==> config.mk <==
export PLATFORM = sky130hd
export DESIGN_NAME = combined_frame_splitter
export DESIGN_NICKNAME = d
export VERILOG_FILES = /design/src/rtl/cfs_pkg.sv /design/src/rtl/cfs_front.sv /design/src/rtl/cfs_queue.sv /design/src/rtl/cfs_out_stage.sv /design/src/rtl/combined_frame_splitter.sv
export VERILOG_INCLUDE_DIRS = /design/src /design/src/rtl
export SDC_FILE = /design/constraint.sdc
export NUM_CORES = 1
export LEC_CHECK = 0
export BUFFER_PORTS_ARGS = -buffer_cell sky130_fd_sc_hd__buf_2
export CAP_MARGIN = 40
export CELL_PAD_IN_SITES_DETAIL_PLACEMENT = 0
export CELL_PAD_IN_SITES_GLOBAL_PLACEMENT = 1
export CORE_ASPECT_RATIO = 0.5
export CORE_UTILIZATION = 25
export CTS_BUF_LIST = sky130_fd_sc_hd__clkbuf_8 sky130_fd_sc_hd__clkbuf_16
export DETAILED_ROUTE_END_ITERATION = 10
export GPL_TIMING_DRIVEN = 0
export PLACE_DENSITY_LB_ADDON = 0.1
export SYNTH_ARGS = -nofsm -noshare
export SYNTH_HDL_FRONTEND = slang
export SYNTH_SLANG_ARGS = --single-unit
==> constraint.sdc <==
create_clock -name clk -period 17.4 [get_ports clk]
set_input_delay 1.74 -clock clk [delete_from_list [all_inputs] [get_ports clk]]
set_output_delay 1.74 -clock clk [all_outputs]
set_load 0.1 [all_outputs]
==> src/rtl/combined_frame_splitter_defines.svh <==
// Assertion macros shared by the combined frame splitter RTL.
// No dependencies; included by files that carry assertions.
`ifndef COMBINED_FRAME_SPLITTER_DEFINES_SVH
`define COMBINED_FRAME_SPLITTER_DEFINES_SVH

`ifndef NO_ASSERTIONS
`define CFS_ASSERT_NOW(lbl, ante, cons, msg) \
  lbl: assert property (@(posedge clk) disable iff (!rst_n) (ante) |-> (cons)) \
    else $error(msg);
`define CFS_ASSERT_NEXT(lbl, ante, cons, msg) \
  lbl: assert property (@(posedge clk) disable iff (!rst_n) (ante) |=> (cons)) \
    else $error(msg);
`else
`define CFS_ASSERT_NOW(lbl, ante, cons, msg)
`define CFS_ASSERT_NEXT(lbl, ante, cons, msg)
`endif

`endif

==> src/rtl/cfs_pkg.sv <==
// Shared types and constants for the combined frame splitter.
// No dependencies; used by all cfs modules and the top level.
package cfs_pkg;

  localparam int LENGTH_BITS_DEF = 16;
  localparam int QUEUE_DEPTH_DEF = 4;
  localparam logic [7:0] COMBINE_ID_RST = 8'hFF;
  localparam int SUB_SIZE_BITS = 12;
  localparam logic [3:0] SUB_PROT_MASK = 4'hF;

  typedef struct packed {
    logic [7:0] data;
    logic [7:0] protocol;
    logic       first;
    logic       last;
    logic       empty;
  } cfs_item_t;

  typedef struct packed {
    logic      valid;
    cfs_item_t item;
  } cfs_push_t;

endpackage

==> src/rtl/cfs_front.sv <==
// Packet parser: accepts received words, tracks packet and sub-message framing,
// and pushes result items into the queue. Depends on cfs_pkg.
module cfs_front #(
  parameter int LENGTH_BITS = cfs_pkg::LENGTH_BITS_DEF
) (
  input  logic                clk,
  input  logic                rst_n,
  input  logic                accept,
  input  logic [7:0]          in_byte,
  input  logic                in_first,
  input  logic [15:0]         pkt_len,
  input  logic [7:0]          pkt_prot,
  input  logic                cfg_we,
  input  logic [7:0]          cfg_data,
  output cfs_pkg::cfs_push_t  push
);

  typedef enum logic [2:0] {
    M_IDLE, M_PASS, M_HDR_LO, M_HDR_HI, M_PAY_FIRST, M_PAY, M_DISCARD
  } mode_t;

  localparam int LB = LENGTH_BITS;
  localparam int SB = cfs_pkg::SUB_SIZE_BITS;
  localparam logic [32:0] LEN_MAX = (33'd1 << LB) - 33'd1;
  localparam logic [LB-1:0] LEN_ONE = LB'(1);
  localparam logic [LB-1:0] LEN_TWO = LB'(2);
  localparam logic [SB-1:0] SUB_ONE = SB'(1);

  mode_t          mode_r, mode_nxt;
  logic [LB-1:0]  br_r, br_nxt;
  logic [7:0]     hlb_r, hlb_nxt;
  logic [SB-1:0]  sbl_r, sbl_nxt;
  logic [7:0]     cp_r, cp_nxt;
  logic [7:0]     cid_r;

  logic [LB-1:0]  len_sat;
  logic [LB-1:0]  r_cur;
  logic [LB-1:0]  r_dec;
  logic [LB-1:0]  after;
  logic [SB-1:0]  size;
  logic [SB-1:0]  sbl_dec;
  mode_t          m_cur;
  logic           done;
  logic           dec;

  always_comb begin
    if ({17'd0, pkt_len} > LEN_MAX) begin
      len_sat = '1;
    end else begin
      len_sat = LB'(pkt_len);
    end
  end

  assign size    = {in_byte, hlb_r[7:4]};
  assign sbl_dec = sbl_r - SUB_ONE;

  always_comb begin
    mode_nxt = mode_r;
    br_nxt   = br_r;
    hlb_nxt  = hlb_r;
    sbl_nxt  = sbl_r;
    cp_nxt   = cp_r;
    push     = '0;
    m_cur    = mode_r;
    r_cur    = br_r;
    done     = 1'b0;
    dec      = 1'b1;
    after    = '0;
    r_dec    = '0;
    if (accept) begin
      if (in_first) begin
        sbl_nxt = '0;
        hlb_nxt = '0;
        if (len_sat == '0) begin
          mode_nxt = M_IDLE;
          br_nxt   = '0;
          done     = 1'b1;
        end else begin
          br_nxt = len_sat;
          cp_nxt = pkt_prot;
          r_cur  = len_sat;
          if (pkt_prot != cid_r) begin
            push.valid         = 1'b1;
            push.item.data     = in_byte;
            push.item.protocol = pkt_prot;
            push.item.first    = 1'b1;
            push.item.last     = (len_sat == LEN_ONE);
            push.item.empty    = 1'b0;
            br_nxt   = len_sat - LEN_ONE;
            mode_nxt = (len_sat == LEN_ONE) ? M_IDLE : M_PASS;
            done     = 1'b1;
          end else begin
            m_cur    = M_HDR_LO;
            mode_nxt = M_HDR_LO;
          end
        end
      end
      if (!done) begin
        after = r_cur - LEN_ONE;
        case (m_cur)
          M_PASS: begin
            push.valid         = 1'b1;
            push.item.data     = in_byte;
            push.item.protocol = cp_r;
            push.item.last     = (r_cur == LEN_ONE);
          end
          M_HDR_LO: begin
            if (r_cur < LEN_TWO) begin
              mode_nxt = M_DISCARD;
            end else begin
              hlb_nxt  = in_byte;
              mode_nxt = M_HDR_HI;
            end
          end
          M_HDR_HI: begin
            cp_nxt = {4'd0, hlb_r[3:0] & cfs_pkg::SUB_PROT_MASK};
            if (after < {{(LB-SB){1'b0}}, size}) begin
              mode_nxt = M_DISCARD;
            end else if (size == '0) begin
              push.valid         = 1'b1;
              push.item.protocol = {4'd0, hlb_r[3:0] & cfs_pkg::SUB_PROT_MASK};
              push.item.first    = 1'b1;
              push.item.last     = 1'b1;
              push.item.empty    = 1'b1;
              mode_nxt = M_HDR_LO;
            end else begin
              sbl_nxt  = size;
              mode_nxt = M_PAY_FIRST;
            end
          end
          M_PAY_FIRST, M_PAY: begin
            push.valid         = 1'b1;
            push.item.data     = in_byte;
            push.item.protocol = cp_r;
            push.item.first    = (m_cur == M_PAY_FIRST);
            push.item.last     = (sbl_r == SUB_ONE);
            sbl_nxt  = sbl_dec;
            mode_nxt = (sbl_dec == '0) ? M_HDR_LO : M_PAY;
          end
          M_DISCARD: begin
          end
          default: begin
            mode_nxt = M_IDLE;
            dec      = 1'b0;
          end
        endcase
        if (dec) begin
          r_dec  = (r_cur != '0) ? (r_cur - LEN_ONE) : r_cur;
          br_nxt = r_dec;
          if (r_dec == '0) begin
            mode_nxt = M_IDLE;
            sbl_nxt  = '0;
          end
        end
      end
    end
  end

  always_ff @(posedge clk) begin
    if (!rst_n) begin
      mode_r <= M_IDLE;
      br_r   <= '0;
      hlb_r  <= '0;
      sbl_r  <= '0;
      cp_r   <= '0;
      cid_r  <= cfs_pkg::COMBINE_ID_RST;
    end else begin
      mode_r <= mode_nxt;
      br_r   <= br_nxt;
      hlb_r  <= hlb_nxt;
      sbl_r  <= sbl_nxt;
      cp_r   <= cp_nxt;
      if (cfg_we) begin
        cid_r <= cfg_data;
      end
    end
  end

endmodule

==> src/rtl/cfs_queue.sv <==
// Short result queue between parser and output stage.
// Depends on cfs_pkg and combined_frame_splitter_defines.svh.
`include "combined_frame_splitter_defines.svh"

module cfs_queue #(
  parameter int DEPTH = cfs_pkg::QUEUE_DEPTH_DEF
) (
  input  logic               clk,
  input  logic               rst_n,
  input  cfs_pkg::cfs_push_t push,
  input  logic               pop,
  output logic               full,
  output logic               head_valid,
  output cfs_pkg::cfs_item_t head
);

  localparam int PW = (DEPTH > 1) ? $clog2(DEPTH) : 1;
  localparam int CW = $clog2(DEPTH + 1);
  localparam logic [PW-1:0] PTR_LAST = PW'(DEPTH - 1);
  localparam logic [PW-1:0] PTR_ONE  = PW'(1);
  localparam logic [CW-1:0] CNT_ONE  = CW'(1);
  localparam logic [CW-1:0] CNT_FULL = CW'(DEPTH);

  cfs_pkg::cfs_item_t mem [DEPTH];
  logic [PW-1:0] wp_r, rp_r;
  logic [CW-1:0] cnt_r;
  logic          do_push, do_pop;

  assign full       = (cnt_r == CNT_FULL);
  assign head_valid = (cnt_r != '0);
  assign head       = mem[rp_r];
  assign do_push    = push.valid && !full;
  assign do_pop     = pop && head_valid;

  always_ff @(posedge clk) begin
    if (do_push) begin
      mem[wp_r] <= push.item;
    end
  end

  always_ff @(posedge clk) begin
    if (!rst_n) begin
      wp_r  <= '0;
      rp_r  <= '0;
      cnt_r <= '0;
    end else begin
      if (do_push) begin
        wp_r <= (wp_r == PTR_LAST) ? '0 : (wp_r + PTR_ONE);
      end
      if (do_pop) begin
        rp_r <= (rp_r == PTR_LAST) ? '0 : (rp_r + PTR_ONE);
      end
      if (do_push && !do_pop) begin
        cnt_r <= cnt_r + CNT_ONE;
      end else if (do_pop && !do_push) begin
        cnt_r <= cnt_r - CNT_ONE;
      end
    end
  end

  `CFS_ASSERT_NOW(a_cnt_bound, 1'b1, cnt_r <= CNT_FULL, "queue count over depth")
  `CFS_ASSERT_NOW(a_no_lost_push, push.valid, !full, "result pushed into full queue")
  `CFS_ASSERT_NEXT(a_cnt_inc, do_push && !do_pop, cnt_r == $past(cnt_r) + CNT_ONE, "count did not grow")

endmodule

==> src/rtl/cfs_out_stage.sv <==
// Output register stage: takes queue head and presents it on the result channel.
// Depends on cfs_pkg.
module cfs_out_stage (
  input  logic               clk,
  input  logic               rst_n,
  input  logic               head_valid,
  input  cfs_pkg::cfs_item_t head,
  output logic               pop,
  output logic               out_tvalid,
  input  logic               out_tready,
  output logic [15:0]        out_tdata,
  output logic               out_tlast,
  output logic [1:0]         out_tuser
);

  logic               valid_r;
  cfs_pkg::cfs_item_t item_r;

  assign pop = head_valid && (!valid_r || out_tready);

  always_ff @(posedge clk) begin
    if (!rst_n) begin
      valid_r <= 1'b0;
    end else if (!valid_r || out_tready) begin
      valid_r <= head_valid;
    end
  end

  always_ff @(posedge clk) begin
    if (pop) begin
      item_r <= head;
    end
  end

  assign out_tvalid = valid_r;
  assign out_tdata  = {item_r.protocol, item_r.data};
  assign out_tlast  = item_r.last;
  assign out_tuser  = {item_r.empty, item_r.first};

endmodule

==> src/rtl/combined_frame_splitter.sv <==
// Top level of the combined frame splitter: parser, result queue, output stage.
// Depends on cfs_pkg, cfs_front, cfs_queue and cfs_out_stage.
//
// Usage: received packets enter one byte per word on the in_ channel; the word
// flagged by in_tuser carries packet length and protocol. Packets whose protocol
// differs from the combine id pass through; combined packets are split into
// sub-messages, each delivered with first/last marks on the out_ channel.
// The cfg_ channel writes the combine protocol id (always ready); write it only
// while the block is idle.
// Path: each result is written into the queue, then into the output register.
// Throughput: one word per cycle while in_tready is high, set by the parser state update.
// Reset: parser idle, queue and output register empty, combine id 255.
// Stall: while out_tready is low, results collect in a queue of QUEUE_DEPTH
// entries plus the output register; in_tready drops when the queue is full.
module combined_frame_splitter #(
  parameter int LENGTH_BITS = cfs_pkg::LENGTH_BITS_DEF,
  parameter int QUEUE_DEPTH = cfs_pkg::QUEUE_DEPTH_DEF
) (
  input  logic        clk,
  input  logic        rst_n,
  input  logic        in_tvalid,
  output logic        in_tready,
  input  logic [31:0] in_tdata,   // in_byte[7:0], packet_length[23:8], packet_protocol[31:24]
  input  logic        in_tuser,   // in_first
  output logic        out_tvalid,
  input  logic        out_tready,
  output logic [15:0] out_tdata,  // out_byte[7:0], out_protocol[15:8]
  output logic        out_tlast,  // out_last
  output logic [1:0]  out_tuser,  // out_first[0], out_empty[1]
  input  logic        cfg_valid,
  output logic        cfg_ready,
  input  logic [7:0]  cfg_data
);

  cfs_pkg::cfs_push_t push;
  cfs_pkg::cfs_item_t head;
  logic               full;
  logic               head_valid;
  logic               pop;
  logic               accept;

  assign in_tready = !full;
  assign cfg_ready = 1'b1;
  assign accept    = in_tvalid && in_tready;

  cfs_front #(
    .LENGTH_BITS (LENGTH_BITS)
  ) u_front (
    .clk      (clk),
    .rst_n    (rst_n),
    .accept   (accept),
    .in_byte  (in_tdata[7:0]),
    .in_first (in_tuser),
    .pkt_len  (in_tdata[23:8]),
    .pkt_prot (in_tdata[31:24]),
    .cfg_we   (cfg_valid && cfg_ready),
    .cfg_data (cfg_data),
    .push     (push)
  );

  cfs_queue #(
    .DEPTH (QUEUE_DEPTH)
  ) u_queue (
    .clk        (clk),
    .rst_n      (rst_n),
    .push       (push),
    .pop        (pop),
    .full       (full),
    .head_valid (head_valid),
    .head       (head)
  );

  cfs_out_stage u_out (
    .clk        (clk),
    .rst_n      (rst_n),
    .head_valid (head_valid),
    .head       (head),
    .pop        (pop),
    .out_tvalid (out_tvalid),
    .out_tready (out_tready),
    .out_tdata  (out_tdata),
    .out_tlast  (out_tlast),
    .out_tuser  (out_tuser)
  );

endmodule

# After elaboration in Yosys (flattened, before gate mapping)
# Memory sizes are Yosys's and may differ from the RTL's. A register that Yosys moved wholly into a read port is not among the register bits.
# Cells that the tools add are included.
# word_totals
register_bits,63
mem_bits_rw,76
inputBits,46
out_inout_bits,22
wordCells,123
memories,1
# memory_table
memory,words,word_bits,rd,rd_clocked_by_memory_dff,wr,line_no,source
u_queue.mem,4,19,1,1,1,cfs_queue.sv:24,cfs_pkg::cfs_item_t mem [DEPTH];
# classes
n_addsub,7
order_cmp,2
n_eq_ne,13
muxes,68
n_reduce_logical,22
# ops
op,count
$mux W16,9
$mux W20,5
$mux W12,6
$mux W8,9
$mux W3,16
$eq A16 B1 Y1 const B,2
$logic_not A16 Y1,2
$sub A16 B1 Y16 const B,2
$logic_not A12 Y1,2
$pmux W12 S2,1
$mux W11,2
$lt A16 B12 Y1,1
$lt A16 B2 Y1 const B,1
$pmux W8 S2,1
$reduce_bool A16 Y1,1
$mux W1,13
$eq A12 B1 Y1 const B,1
$eq A3 B3 Y1 const B,4
$pmux W3 S4,1
$sub A12 B1 Y12 const B,1
$ne A8 B8 Y1,1
$eq A3 B2 Y1 const B,2
$logic_and A1 B1 Y1,6
$reduce_or A6 Y1,1
14 further kinds,22

# Depth between registers and ports, before layout
# Gate-level depths: netlist of run 1.
# depth
depth_word,15
mapped_depth,29
depth_no_buf,27

# Cells and area by module
# A second synthesis of run 1 with hierarchy kept.
# unflattened
cells_unflattened,902
area_unflattened_um2,9261.4
# modules_own_cells
module,n_inst,cells_per_inst,area_each_um2,seq_area_each_um2
cfs_front,1,725,5355.1,1101.1
cfs_queue,1,150,3266.9,2462.4
cfs_out_stage,1,23,618.1,590.6
combined_frame_splitter,1,4,21.3,0.0

# Worst setup path after synthesis of run 1
# OpenSTA, ideal clock, no wires.
# synth_path
path_kind,input-to-reg
start,input port in_tdata[15]
end,register u_queue.cnt_r[2]
setup_time_ns,0.071
arrival_ns,7.486
required_ns,17.329
slack_ns,9.843
cell_stages,28
n_path_buf,4
path_cell_list,or4_4 > buf_6 > nor4_4 > nor2_2 > buf_6 > mux2i_1 > ha_1 > o21ai_0 > clkbuf_1 > or4b_2 > nand3_1 > and2_1 > ha_1 > nand2_1 > nor2_1 > nand4_1 > a2bb2oi_1 > or4b_1 > buf_2 > nor2b_1 > o21ai_1 > a21oi_1 > ha_1 > inv_1 > fa_1 > xor2_1 > or3_1 > a21oi_1
# synth_between
elab_chain_cells,14
word_cells_on_any_way,30
cone_classes,1 x add/sub; 1 x order compare; 4 x eq/ne; 17 x mux; 7 x reduce/logical
# synth_lines
element,line_no,source
"start, declared",combined_frame_splitter.sv:23,"input logic [31:0] in_tdata,"
$logic_not A16 Y1,cfs_front.sv:74,if (len_sat == '0) begin
$mux W16,cfs_front.sv:74,
$mux W16,cfs_front.sv:71,if (in_first) begin
$mux W16,cfs_front.sv:70,if (accept) begin
$sub A16 B1 Y16,cfs_front.sv:99,after = r_cur - LEN_ONE;
$lt A16 B12 Y1,cfs_front.sv:117,"if (after < {{(LB-SB){1'b0}}, size}) begin"
$mux W1,cfs_front.sv:117,
$pmux W1 S2,cfs_front.sv:100,case (m_cur)
$mux W20 *,cfs_front.sv:98,if (!done) begin
$mux W20 *,cfs_front.sv:70,
$logic_and A1 B1 Y1 *,cfs_queue.sv:32,assign do_push = push.valid && !full;
via u_queue.do_push,cfs_queue.sv:27,"logic do_push, do_pop;"
$logic_not A1 Y1,cfs_queue.sv:55,end else if (do_pop && !do_push) begin
$logic_and A1 B1 Y1,cfs_queue.sv:55,
$reduce_bool A2 Y1 (no source line),n/a,
"end signal, assigned",cfs_queue.sv:54,cnt_r <= cnt_r + CNT_ONE;
"end signal, assigned",cfs_queue.sv:56,cnt_r <= cnt_r - CNT_ONE;
"end, declared",cfs_queue.sv:26,logic [CW-1:0] cnt_r;
# The timed path passes the listed nets; every way through them passes the cells marked *. The select of a mux whose other input is x is not followed.
# A chain may end at the register's enable or synchronous reset.

# Worst setup path in the final report of run 1
# layout_path
start,input port in_tdata[14]
end,register u_queue.cnt_r[2]
# The elaborated chain is that of the path after synthesis.

==> out/summary.log, run 1 <==
[logic_synthesis] XOR/XNOR share of the synthesized area 4.32%
[drt] Routed WL 32.3 mm
[critical_path] Req. time, crit path 17760 ps
[clock_tree] clk slew on worst S/H paths 70 ps
[drt] residual DRC count 2
[drt] average wire per cell in the routed design 21.8 µm
[floorplan] overall die width 272 µm
[logic_synthesis] Mapped Avg Cell Area 10.1 µm²
[logic_synthesis] compound-gate portion of the synthesized area 15.9%
[drt] DRC marker count from the first detailed-route iteration 554
[clock_tree] clock tree root buffer cell sky130_fd_sc_hd__clkbuf_16
[drt] antenna-violating nets left 0
[outcome] violations in the final reports design-rule violations
[power_and_ir_drop] internal power of the cells 0.000808 W
[floorplan] floorplan row count 49
[global_routing] largest net degree at the start of global routing 22
[logic_synthesis] part of the Yosys area used for sequential elements 45.1%
[timing] slew at the pin closest to its max-slew limit 896 ps
[critical_path] data arrival time of the worst path 9260 ps
[timing] final setup fails 0
[clock_tree] Post-CTS Setup Repair Bufs 0
[layout] fraction of final layout cells sized beyond drive strength 1 15.3%
[layout] fraction of the core area covered by cells at the end of the flow 29.9%
[layout] net total in the final layout 1058
[logic_synthesis] dominant combinational cell family by area after synthesis simple AND/OR/NAND/NOR gates
[power_and_ir_drop] sequential share of power 35.5%
[placement] Port-buffer cells 59
[logic_synthesis] top_reg_cell synth sky130_fd_sc_hd__edfxtp_1
[global_routing] wire length of the first global-routing pass 48.3 mm
[logic_synthesis] area share of and/or/nand/nor cells after synthesis 18.8%
[critical_path] critical path fanouts, max 10
[timing] Fmax achieved 112 MHz
[logic_synthesis] number of enable flip-flop cells after synthesis 95
[placement] DPL Wire Length 24.2 mm
[logic_synthesis] syn_nets 972
[global_routing] overflow left after global routing 0
[timing] Worst Skew 14.6 ps
[logic_synthesis] cell types occupying the most area after synthesis sky130_fd_sc_hd__edfxtp_1 (31%), sky130_fd_sc_hd__dfxtp_1 (14%), sky130_fd_sc_hd__mux4_2 (4.7%), sky130_fd_sc_hd__nor2_1 (3.7%), sky130_fd_sc_hd__ha_1 (3.3%)
[logic_synthesis] Synth warnings 0
[logic_synthesis] Gate Count Post-Synth 901
[logic_synthesis] register bit total from synthesis 158
[drt] via density per instance 5.05
[layout] antenna diode count 0
[layout] Final Cell Area 10700 µm²
[clock_tree] clock buffers created by TritonCTS 17
[worst_hold_path] type of the tightest min-delay check register to register
[timing] RSZ-0062 raised after global routing false
[critical_path] WS Path Type input pin to register
[logic_synthesis] area fraction of the dominant cell type after synthesis 31.3%
[clock_tree] number of sinks handled by clock tree synthesis 158
[floorplan] Initial Util 25.4%
[clock_tree] number of resized instances in the post-cts repair step 0
[clock_tree] CTS HTree Levels 4
[logic_synthesis] synthesized cell area 9120 µm²
[power_and_ir_drop] Leak 3.81 nW
[run] Max-cap violations 0
[logic_synthesis] multiplexer fraction of the synthesized cell area 7.61%
[logic_synthesis] Yosys top cell by area sky130_fd_sc_hd__edfxtp_1
[floorplan] number of primary I/O pins 68
[timing] period utilization 51.1%
[timing] Final Slew Violations 0
[critical_path] slowest stage cell on the critical path sky130_fd_sc_hd__or4b_2
[timing] headroom to the max-slew limit 39.7%
[layout] most common library cell in the layout ignoring fill and taps sky130_fd_sc_hd__edfxtp_1
[global_routing] Overall Global Routing Usage 17.7%
[timing] post-layout min period 8900 ps
[placement] post-detailed-placement cell area 10200 µm²
[clock_tree] CTS tree yes
[power_and_ir_drop] clock power share 26.6%
[placement] routability-driven placement congestion ratio 0.828
[power_and_ir_drop] Switching Fraction 41.4%
[floorplan] core footprint 35900 µm²
[floorplan] area of the die 37300 µm²
[logic_synthesis] Synth async-reset ratio 0%
[timing] number of endpoints with negative hold slack in the final report 0
[power_and_ir_drop] switching power summed over all nets 0.000571 W
[logic_synthesis] count of unique library cells instantiated by Yosys 81
[clock_tree] number of buffers inserted for hold repair after clock tree synthesis 0
[global_routing] number of antenna violations at the first check in global routing 0
[drt] number of detailed-routing iterations run before antenna repair 8
[timing] post-route setup TNS 0 ps
[power_and_ir_drop] Pwr per Cell Area 129 nW/µm²
[critical_path] critical path launch point type input pin
[critical_path] most frequent CP cell sky130_fd_sc_hd__ha_1
[power_and_ir_drop] IR drop worst, VDD 0.0000764 V
[logic_synthesis] post-synthesis adder-cell area fraction 3.51%
[critical_path] CP endpoint kind register
[layout] relative area change from synthesis to final layout 17.6%
[power_and_ir_drop] Logic pwr share 37.9%
[global_routing] via count of the first global-routing pass 7324
[layout] leading cell types in the layout, fill and taps excluded sky130_fd_sc_hd__edfxtp_1 (95), sky130_fd_sc_hd__nor2_1 (89), sky130_fd_sc_hd__buf_2 (64), sky130_fd_sc_hd__nand2_1 (64), sky130_fd_sc_hd__dfxtp_1 (63)
[floorplan] Die Y-Extent 137 µm
[critical_path] maximum single-stage delay on the critical path 640 ps
[clock_tree] largest buffer count on any clock path 2
[drt] detailed-route via count 7493
[clock_tree] Skew-Pair Late Insertion Delay 440 ps
[outcome] status complete, but fails checks
[sequential cells by signal, indices dropped and copies added (netlist names), 3 cells and up]
name and flops:
u_front.cid_r 8, u_out.out_tdata 16, u_front.mode_r 3, u_front.cp_r 8, u_queue.mem 76, u_front.hlb_r 8, u_front.br_r 16, u_front.sbl_r 12
u_queue.cnt_r 3
[cells in the mapped netlist, types with 8 or more instances]
cell	instances
sky130_fd_sc_hd__mux2i_1	23
sky130_fd_sc_hd__clkbuf_1	45
sky130_fd_sc_hd__o21ai_0	29
sky130_fd_sc_hd__nor3_1	29
sky130_fd_sc_hd__xnor2_1	33
sky130_fd_sc_hd__xor2_1	12
sky130_fd_sc_hd__nand4_1	8
sky130_fd_sc_hd__ha_1	24
sky130_fd_sc_hd__nand2_1	64
sky130_fd_sc_hd__dfxtp_1	63
sky130_fd_sc_hd__a22oi_1	26
sky130_fd_sc_hd__o22ai_1	10
sky130_fd_sc_hd__or4_1	13
sky130_fd_sc_hd__nand3_1	29
sky130_fd_sc_hd__a211oi_1	11
sky130_fd_sc_hd__a22o_1	11
sky130_fd_sc_hd__nor4_1	17
sky130_fd_sc_hd__nor2_1	89
sky130_fd_sc_hd__a21oi_1	35
sky130_fd_sc_hd__or3_1	9
sky130_fd_sc_hd__mux4_2	19
sky130_fd_sc_hd__inv_1	35
sky130_fd_sc_hd__edfxtp_1	95
sky130_fd_sc_hd__nor2b_1	11
sky130_fd_sc_hd__a221oi_1	9
sky130_fd_sc_hd__a31oi_1	8
sky130_fd_sc_hd__o211ai_1	9
sky130_fd_sc_hd__and2_1	20
[kinds of logic (layout without fill, tap and decap cells)]
logic type / count (synthesis) / count (layout)
XOR/XNOR: 45 / 45
other: 1 / 1
AO/OA/AOI/OAI: 204 / 204
AND/OR/NAND/NOR: 327 / 327
adder cells (fa/ha/maj): 25 / 25
multiplexers: 45 / 45
flip-flops: 158 / 158
buffers and inverters: 96 / 195
[through the flow]
stage | worst slack (ps) | total power (W) | instances | hold WS (ps)
after floorplan | 9840 | 0.000893 | 901 | 458
after global routing | 7940 | 0.00145 | 1484 | 515
after global placement | 8050 | 0.00102 | 1444 | 454
final | 8500 | 0.00138 | 1484 | 494
after CTS | 8500 | 0.00140 | 1484 | 500
after detailed placement | 8070 | 0.00103 | 1452 | 485
[power groups by stage]
stage | Clock [W] | Sequential, W | Combinational, W
2_1_floorplan | 0 | 0.000673 | 0.000220
3_3_place_gp | 0 | 0.000500 | 0.000516
3_5_place_dp | 0 | 0.000499 | 0.000530
4_1_cts | 0.000378 | 0.000491 | 0.000531
5_1_grt | 0.000391 | 0.000496 | 0.000560
6_report | 0.000367 | 0.000490 | 0.000522
[routing by layer]
| layer | track usage [%] | vias to the layer above | routed length (µm) | part of all wire, % |
|---|---|---|---|---|
| li1 | - | 3567 | - | - |
| met1 | 25.6 | 3747 | 16500 | 51 |
| met2 | 27.6 | 163 | 14300 | 44 |
| met3 | 2.89 | 16 | 1230 | 3.8 |
| met4 | 3.56 | 0 | 252 | 0.78 |
| met5 | 0 | - | 0 | 0 |
[worst max-delay path: cells and delay by family]
family	cells	cell delay, ps
adders and majority gates	4	1180
buffers and inverters	6	1120
muxes	1	370
AOI/OAI and AO/OA	5	1180
xor gates and xnor gates	1	170
and+or+nand+nor	12	3440
[worst paths after layout]
kind / slack, ps / cells after the start / to / start
worst min register to register: 490 / 2 / u_front.sbl_r[11] / u_front.sbl_r[11]
worst max-delay path: 8500 / 29 / u_queue.cnt_r[2] / in_tdata[14]
worst min-delay path: 490 / 2 / u_front.sbl_r[11] / u_front.sbl_r[11]
worst max register to register: 11270 / 24 / u_queue.cnt_r[2] / u_front.br_r[0]
[cell type report]
type	count	area [µm²]
Buffer	59	288
Clock buffer	18	439
Clock inverter	14	120
Fill cell	3816	25200
Inverter	37	139
Multi-Input combinational cell	647	4590
Sequential cell	158	4110
Tap cell	484	606
Timing Repair Buffer	67	432
Power figures use the tool's default switching activity.
==> run 2, diff against run 1 <==
- ABC_AREA: default -> 1
- clock period: 17.4 -> 7.5 ns (I/O delays scaled with it)
==> run 2 against run 1 <==
The flow now finishes without violations; final area rose by 5.1%; final cell count increased by 25%; clock skew increased by 7.3 ps; sequential power up 130%; first-iteration DRC count rose by 28%; sequential share of layout area is 1.9 points lower; count of clock-buffer cells in the layout is 1 lower; global-route usage is 0.44 points higher; critical path type unchanged; highest routed layer unchanged.
==> out/summary.log, run 2 <==
[outcome] status finished, final reports clean
[timing] number of endpoints with negative hold slack in the final report 0
[critical_path] slowest stage cell on the critical path sky130_fd_sc_hd__fa_1
[floorplan] Die Y-Extent 140 µm
[logic_synthesis] cell types occupying the most area after synthesis sky130_fd_sc_hd__edfxtp_1 (30%), sky130_fd_sc_hd__dfxtp_1 (13%), sky130_fd_sc_hd__nand2_1 (11%), sky130_fd_sc_hd__nor2_1 (5.4%), sky130_fd_sc_hd__inv_1 (5.0%)
[timing] final setup fails 0
[logic_synthesis] synthesized cell area 9580 µm²
[clock_tree] CTS HTree Levels 4
[logic_synthesis] register bit total from synthesis 158
[floorplan] Initial Util 25.5%
[power_and_ir_drop] IR drop worst, VDD 0.000121 V
[timing] period utilization 71.6%
[placement] DPL Wire Length 26.4 mm
[critical_path] data arrival time of the worst path 5690 ps
[critical_path] CP endpoint kind register
[floorplan] number of primary I/O pins 68
[layout] fraction of final layout cells sized beyond drive strength 1 13.7%
[layout] antenna diode count 0
[layout] net total in the final layout 1413
[logic_synthesis] Gate Count Post-Synth 1252
[global_routing] largest net degree at the start of global routing 18
[run] Max-cap violations 0
[floorplan] overall die width 279 µm
[timing] headroom to the max-slew limit 41.3%
[drt] detailed-route via count 8997
[clock_tree] clock buffers created by TritonCTS 17
[timing] post-layout min period 5370 ps
[critical_path] endpoint of the most critical register-to-register path u_queue.cnt_r[1]
[critical_path] critical path fanouts, max 10
[logic_synthesis] count of unique library cells instantiated by Yosys 44
[layout] register containing the most flip-flops in the final layout u_queue.mem
[critical_path] critical register-to-register path startpoint u_front.br_r[0]
[clock_tree] clk slew on worst S/H paths 80 ps
[critical_path] end point of the critical path u_queue.cnt_r[1]
[clock_tree] CTS tree yes
[timing] Worst Skew 22.0 ps
[global_routing] overflow left after global routing 0
[timing] Fmax achieved 186 MHz
[drt] residual DRC count 0
[clock_tree] largest buffer count on any clock path 2
[placement] routability-driven placement congestion ratio 0.859
[clock_tree] Skew-Pair Late Insertion Delay 440 ps
[critical_path] WS Path Type input pin to register
[timing] Final Slew Violations 0
[drt] DRC marker count from the first detailed-route iteration 711
[timing] post-route setup TNS 0 ps
[layout] most common library cell in the layout ignoring fill and taps sky130_fd_sc_hd__nand2_1
[logic_synthesis] part of the Yosys area used for sequential elements 42.9%
[logic_synthesis] Yosys top cell by area sky130_fd_sc_hd__edfxtp_1
[timing] RSZ-0062 raised after global routing false
[logic_synthesis] dominant cell by count in the synthesized netlist sky130_fd_sc_hd__nand2_1
[clock_tree] number of sinks handled by clock tree synthesis 158
[layout] relative area change from synthesis to final layout 17.8%
[global_routing] Overall Global Routing Usage 18.1%
[drt] via density per instance 4.87
[power_and_ir_drop] Leak 4.59 nW
[clock_tree] clock tree root buffer cell sky130_fd_sc_hd__clkbuf_16
[logic_synthesis] top_reg_cell synth sky130_fd_sc_hd__edfxtp_1
[layout] Cell Count, Final, Fillers Out 1849
[logic_synthesis] Mapped Avg Cell Area 7.65 µm²
[timing] slew at the pin closest to its max-slew limit 873 ps
[placement] Post-Place Cells 1817
[critical_path] Req. time, crit path 7820 ps
[clock_tree] number of resized instances in the post-cts repair step 0
[clock_tree] Post-CTS Setup Repair Bufs 0
[logic_synthesis] number of enable flip-flop cells after synthesis 95
[clock_tree] number of buffers inserted for hold repair after clock tree synthesis 0
[critical_path] R2R Setup Slk 3040 ps
[drt] number of detailed-routing iterations run before antenna repair 5
[logic_synthesis] syn_nets 1323
[drt] Routed WL 35.0 mm
[logic_synthesis] Synth warnings 0
[worst_hold_path] type of the tightest min-delay check register to register
[logic_synthesis] Synth async-reset ratio 0%
[critical_path] critical path launch point type input pin
[placement] Port-buffer cells 66
[critical_path] most frequent CP cell sky130_fd_sc_hd__nand2_1
[logic_synthesis] top post-synthesis cells by count sky130_fd_sc_hd__nand2_1 (274), sky130_fd_sc_hd__nor2_1 (137), sky130_fd_sc_hd__inv_1 (128)
[layout] Layout fillers 4084
[power_and_ir_drop] Pwr per Cell Area 292 nW/µm²
[layout] number of flip-flops in the largest register 76
[global_routing] via count of the first global-routing pass 8660
[logic_synthesis] area fraction of the dominant cell type after synthesis 29.8%
[global_routing] number of antenna violations at the first check in global routing 0
[global_routing] wire length of the first global-routing pass 53.1 mm
[floorplan] area of the die 39200 µm²
[critical_path] worst r2r path cells 28
[drt] antenna-violating nets left 0
[critical_path] maximum single-stage delay on the critical path 390 ps
[floorplan] core footprint 37500 µm²
[critical_path] crit path launch in_tdata[8]
[drt] average wire per cell in the routed design 18.9 µm
[layout] leading cell types in the layout, fill and taps excluded sky130_fd_sc_hd__nand2_1 (274), sky130_fd_sc_hd__nor2_1 (133), sky130_fd_sc_hd__inv_1 (128)
[floorplan] floorplan row count 50
==> run 2: cell types whose count changed after synthesis, sizes merged, moves of 22 or more <==
cell   before  now
nand2      65  303
inv        35  134
nor2       90  155
nand3      29   89
o21ai      33   86
a21oi      35   82
a22oi      26    0
xnor2      33    8
mux2i      24    0
nand4       8   30
==> run 2: kinds of logic (layout without fill, tap and decap cells) <==
| group | count (synthesis) | count (layout) | synth area share, % |
|---|---|---|---|
| simple gates | 605 | 605 | 28.9 |
| fa+ha+maj | 25 | 25 | 3.34 |
| buf+inv | 196 | 299 | 8.40 |
| flops | 158 | 158 | 42.9 |
| xor+xnor | 22 | 22 | 2.01 |
| compound gates | 245 | 245 | 14.4 |
| other cells | 1 | 1 | 0.0391 |
==> run 2: how the worst min path moves through the flow <==
stage,depth (start not counted),from,slack (ps),to
4_1_cts,2,u_front.cp_r[2],470,u_front.cp_r[2]
3_3_place_gp,2,u_front.cp_r[2],450,u_front.cp_r[2]
6_report,2,u_front.hlb_r[6],470,u_front.hlb_r[6]
3_5_place_dp,2,u_front.br_r[5],460,u_front.br_r[5]
5_1_grt,2,u_front.br_r[8],480,u_front.br_r[8]
2_1_floorplan,2,u_front.br_r[0],450,u_front.br_r[0]
==> run 2: per-stage QoR <==
stage	total power, W	hold slack [ps]	utilization [%]	worst slack (ps)	area [µm²]
6_report	0.00329	469	30.0	2130	11300
5_1_grt	0.00346	484	30.0	1630	11300
4_1_cts	0.00333	470	30.0	2110	11300
3_5_place_dp	0.00239	459	28.4	1700	10700
3_3_place_gp	0.00234	453	28.0	1110	10500
2_1_floorplan	0.00203	445	-	2810	9580
==> run 2: worst max-delay path: cells and delay by family <==
family	cells	cell delay, ps
simple gates	18	2020
fa+ha+maj	5	1320
xor+xnor	1	310
buf+inv	7	790
compound gates	3	510
==> run 2: metal layers <==
layer | share of wire [%] | track usage, %
met4 | 1.3 | 4.45
met3 | 4.8 | 3.29
met1 | 50 | 26.1
met5 | 0 | 0
met2 | 44 | 27.8
==> run 2: final cells by class <==
class                   count  area, µm²  share of cell area (%)
multi-input cells         898       4690                    41.5
flip-flops and latches    158       4110                    36.5
well taps                 494        618                    5.48
inverters                 138        518                    4.59
repair buffers             71        455                    4.04
clock buffers              17        425                    3.77
plain buffers              58        287                    2.54
clock inverters            15        176                    1.56
==> run 2: report_power, final <==
part / internal [W] / leakage [nW] / switching, W / total, W
Combinational: 0.000265 / 2.90 / 0.000981 / 0.00125
Sequential: 0.00107 / 1.40 / 0.0000389 / 0.00111
Clock: 0.000477 / 0.283 / 0.000456 / 0.000933
==> run 3, diff against run 2 <==
- ABC_AREA: 1 -> 0
- clock period: 7.5 -> 5.3 ns (I/O delays scaled with it)
==> run 3 against run 2 <==
The flow now finishes with violations (design-rule violations, negative setup slack); first-iteration DRC count shrank 8.4%; register-to-register slack lost 3000 ps; total power grew 49%; largest cell class unchanged; largest power group unchanged; highest routed layer unchanged.
==> out/summary.log, run 3 (synthesis gave the netlist of run 1 again) <==
[worst_hold_path] worst hold path stage count 3
[run] Max-cap violations 0
[power_and_ir_drop] IR drop worst, VDD 0.000289 V
[clock_tree] CTS tree yes
[placement] DPL Wire Length 23.9 mm
[global_routing] via count of the first global-routing pass 7551
[layout] multi-input logic area 5060 µm²
[critical_path] critical register-to-register path startpoint u_front.br_r[4]
[clock_tree] clk slew on worst S/H paths 70 ps
[critical_path] CP endpoint kind register
[critical_path] endpoint of the most critical register-to-register path u_queue.cnt_r[2]
[floorplan] area of the die 37300 µm²
[critical_path] WS Path Type input pin to register
[critical_path] Req. time, crit path 5670 ps
[layout] fraction of final layout cells sized beyond drive strength 1 26.2%
[timing] slew at the pin closest to its max-slew limit 927 ps
[outcome] violations in the final reports design-rule violations, negative setup slack
[critical_path] critical path launch point type input pin
[drt] residual DRC count 2
[timing] post-layout min period 5730 ps
[critical_path] data arrival time of the worst path 6100 ps
[timing] worst-case hold slack 306 ps
[outcome] status complete, but fails checks
[timing] Worst Skew 12.4 ps
[floorplan] floorplan row count 49
[placement] routability-driven placement congestion ratio 0.859
[critical_path] critical path fanouts, max 5
[timing] headroom to the max-slew limit 37.3%
[critical_path] R2R Setup Slk 0 ps
[global_routing] largest net degree at the start of global routing 20
[drt] detailed-route via count 7956
[timing] final setup fails 109
[timing] Fmax achieved 174 MHz
[timing] RSZ-0062 raised after global routing true
[global_routing] wire length of the first global-routing pass 49.4 mm
[global_routing] overflow left after global routing 0
[layout] register containing the most flip-flops in the final layout u_queue.mem
[drt] average wire per cell in the routed design 22.0 µm
[layout] Layout fillers 3786
[floorplan] number of primary I/O pins 68
[global_routing] number of antenna violations at the first check in global routing 0
[power_and_ir_drop] Leak 4.23 nW
[drt] via density per instance 5.16
[worst_hold_path] Worst Hold Path EP u_front.cid_r[7]
[clock_tree] clock buffers created by TritonCTS 17
[critical_path] worst r2r path cells 22
[floorplan] Initial Util 25.4%
[clock_tree] Skew-Pair Late Insertion Delay 440 ps
[worst_hold_path] type of the tightest min-delay check input pin to register
[drt] DRC marker count from the first detailed-route iteration 651
[layout] sequential cell area 4110 µm²
[timing] Final Slew Violations 0
[layout] most common library cell in the layout ignoring fill and taps sky130_fd_sc_hd__edfxtp_1
[drt] antenna-violating nets left 0
[drt] Routed WL 33.9 mm
[global_routing] Overall Global Routing Usage 18.1%
[layout] leading cell types in the layout, fill and taps excluded sky130_fd_sc_hd__edfxtp_1 (95), sky130_fd_sc_hd__nor2_1 (83), sky130_fd_sc_hd__nand2_1 (63), sky130_fd_sc_hd__dfxtp_1 (63), sky130_fd_sc_hd__buf_2 (56)
[layout] number of flip-flops in the largest register 76
[power_and_ir_drop] Pwr per Cell Area 419 nW/µm²
[layout] fraction of the core area covered by cells at the end of the flow 32.6%
[floorplan] core footprint 35900 µm²
[clock_tree] number of sinks handled by clock tree synthesis 158
[layout] relative area change from synthesis to final layout 28.4%
[worst_hold_path] HP Start cfg_data[7]
[floorplan] Die Y-Extent 137 µm
[timing] Worst Slack Setup Final -434 ps
[timing] period utilization 108%
[clock_tree] largest buffer count on any clock path 2
[clock_tree] clock tree root buffer cell sky130_fd_sc_hd__clkbuf_16
[floorplan] overall die width 272 µm
[layout] net total in the final layout 1116
[layout] antenna diode count 0
[drt] number of detailed-routing iterations run before antenna repair 8
[placement] Port-buffer cells 59
[clock_tree] CTS HTree Levels 4
[timing] number of endpoints with negative hold slack in the final report 0
-- run 3: cell types whose count changed in the layout (fill, tap and decap cells not counted), moves of 50 or more --
cell	before	now
sky130_fd_sc_hd__a21oi_1	82	30
sky130_fd_sc_hd__inv_1	128	32
sky130_fd_sc_hd__nor2_1	133	83
sky130_fd_sc_hd__nand3_1	84	26
sky130_fd_sc_hd__nand2_1	274	63
sky130_fd_sc_hd__o21ai_0	83	25
-- run 3: through the flow --
stage,area (µm²),total power [W],std cells,TNS (ps),setup slack (ps)
after floorplan,9250,0.00297,901,-1280,-362
after global placement,10200,0.00336,1444,-173890,-1740
after detailed placement,10200,0.00341,1449,-168240,-1700
after CTS,11200,0.00488,1513,-12280,-388
after global routing,11700,0.00513,1542,-34550,-604
final,11700,0.00491,1542,-18750,-434
-- run 3: power breakdown --
group / switching (W) / leakage, nW / total [W] / internal, W
Combinational: 0.00132 / 2.50 / 0.00192 / 0.000597
Clock: 0.000571 / 0.318 / 0.00139 / 0.000814
Sequential: 0.0000871 / 1.42 / 0.00161 / 0.00152
Total: 0.00198 / 4.23 / 0.00491 / 0.00293
-- run 3: timing repair --
item,CTS,global route
endpoints found under the setup margin,123,124
cloned,4,9
buffers inserted,30,18
resized for setup,40,81
hold buffers,0,0
pin swaps,21,19
-- run 3: how the worst max path moves through the flow --
stage,from,to,depth (start not counted)
2_1_floorplan,in_tdata[23],u_queue.cnt_r[2],28
3_3_place_gp,in_tdata[9],u_queue.cnt_r[2],29
3_5_place_dp,in_tdata[9],u_queue.cnt_r[2],29
4_1_cts,in_tdata[14],u_queue.cnt_r[2],29
5_1_grt,in_tdata[8],u_queue.cnt_r[2],30
6_report,in_tdata[21],u_queue.cnt_r[2],28
-- run 3: area by class of cell --
class,count,share of cell area (%)
well taps,484,5.17
clock inverters,14,1.75
inverters,37,1.42
clock buffers,18,3.75
flip-flops and latches,158,35.1
plain buffers,57,2.63
repair buffers,115,6.93
multi-input cells,659,43.2
-- run 3: metal layers --
layer / wire [µm] / GRT usage [%]
met5: 0 / 0
met4: 537 / 4.78
met3: 1390 / 3.33
met2: 15300 / 28.6
met1: 16700 / 25.5
-- run 3: worst max-delay path, cell delays in order --
cell and delay, ps:
sky130_fd_sc_hd__buf_8 100, sky130_fd_sc_hd__or4_4 560, sky130_fd_sc_hd__nor4_4 410, sky130_fd_sc_hd__nor2_2 120, sky130_fd_sc_hd__mux2_4 340, sky130_fd_sc_hd__inv_4 70
sky130_fd_sc_hd__ha_4 160, sky130_fd_sc_hd__o21ai_4 90, sky130_fd_sc_hd__buf_8 150, sky130_fd_sc_hd__or4b_4 490, sky130_fd_sc_hd__nand3_4 80, sky130_fd_sc_hd__and2_4 180
sky130_fd_sc_hd__ha_4 210, sky130_fd_sc_hd__nand2_4 70, sky130_fd_sc_hd__nor2_4 40, sky130_fd_sc_hd__a21o_1 210, sky130_fd_sc_hd__a2bb2oi_4 170, sky130_fd_sc_hd__or4b_4 510
sky130_fd_sc_hd__buf_8 140, sky130_fd_sc_hd__nor2b_4 130, sky130_fd_sc_hd__o21ai_2 190, sky130_fd_sc_hd__a21oi_4 100, sky130_fd_sc_hd__ha_4 210, sky130_fd_sc_hd__inv_2 50
sky130_fd_sc_hd__fa_2 210, sky130_fd_sc_hd__xor2_2 70, sky130_fd_sc_hd__or3_1 370, sky130_fd_sc_hd__a21oi_1 120
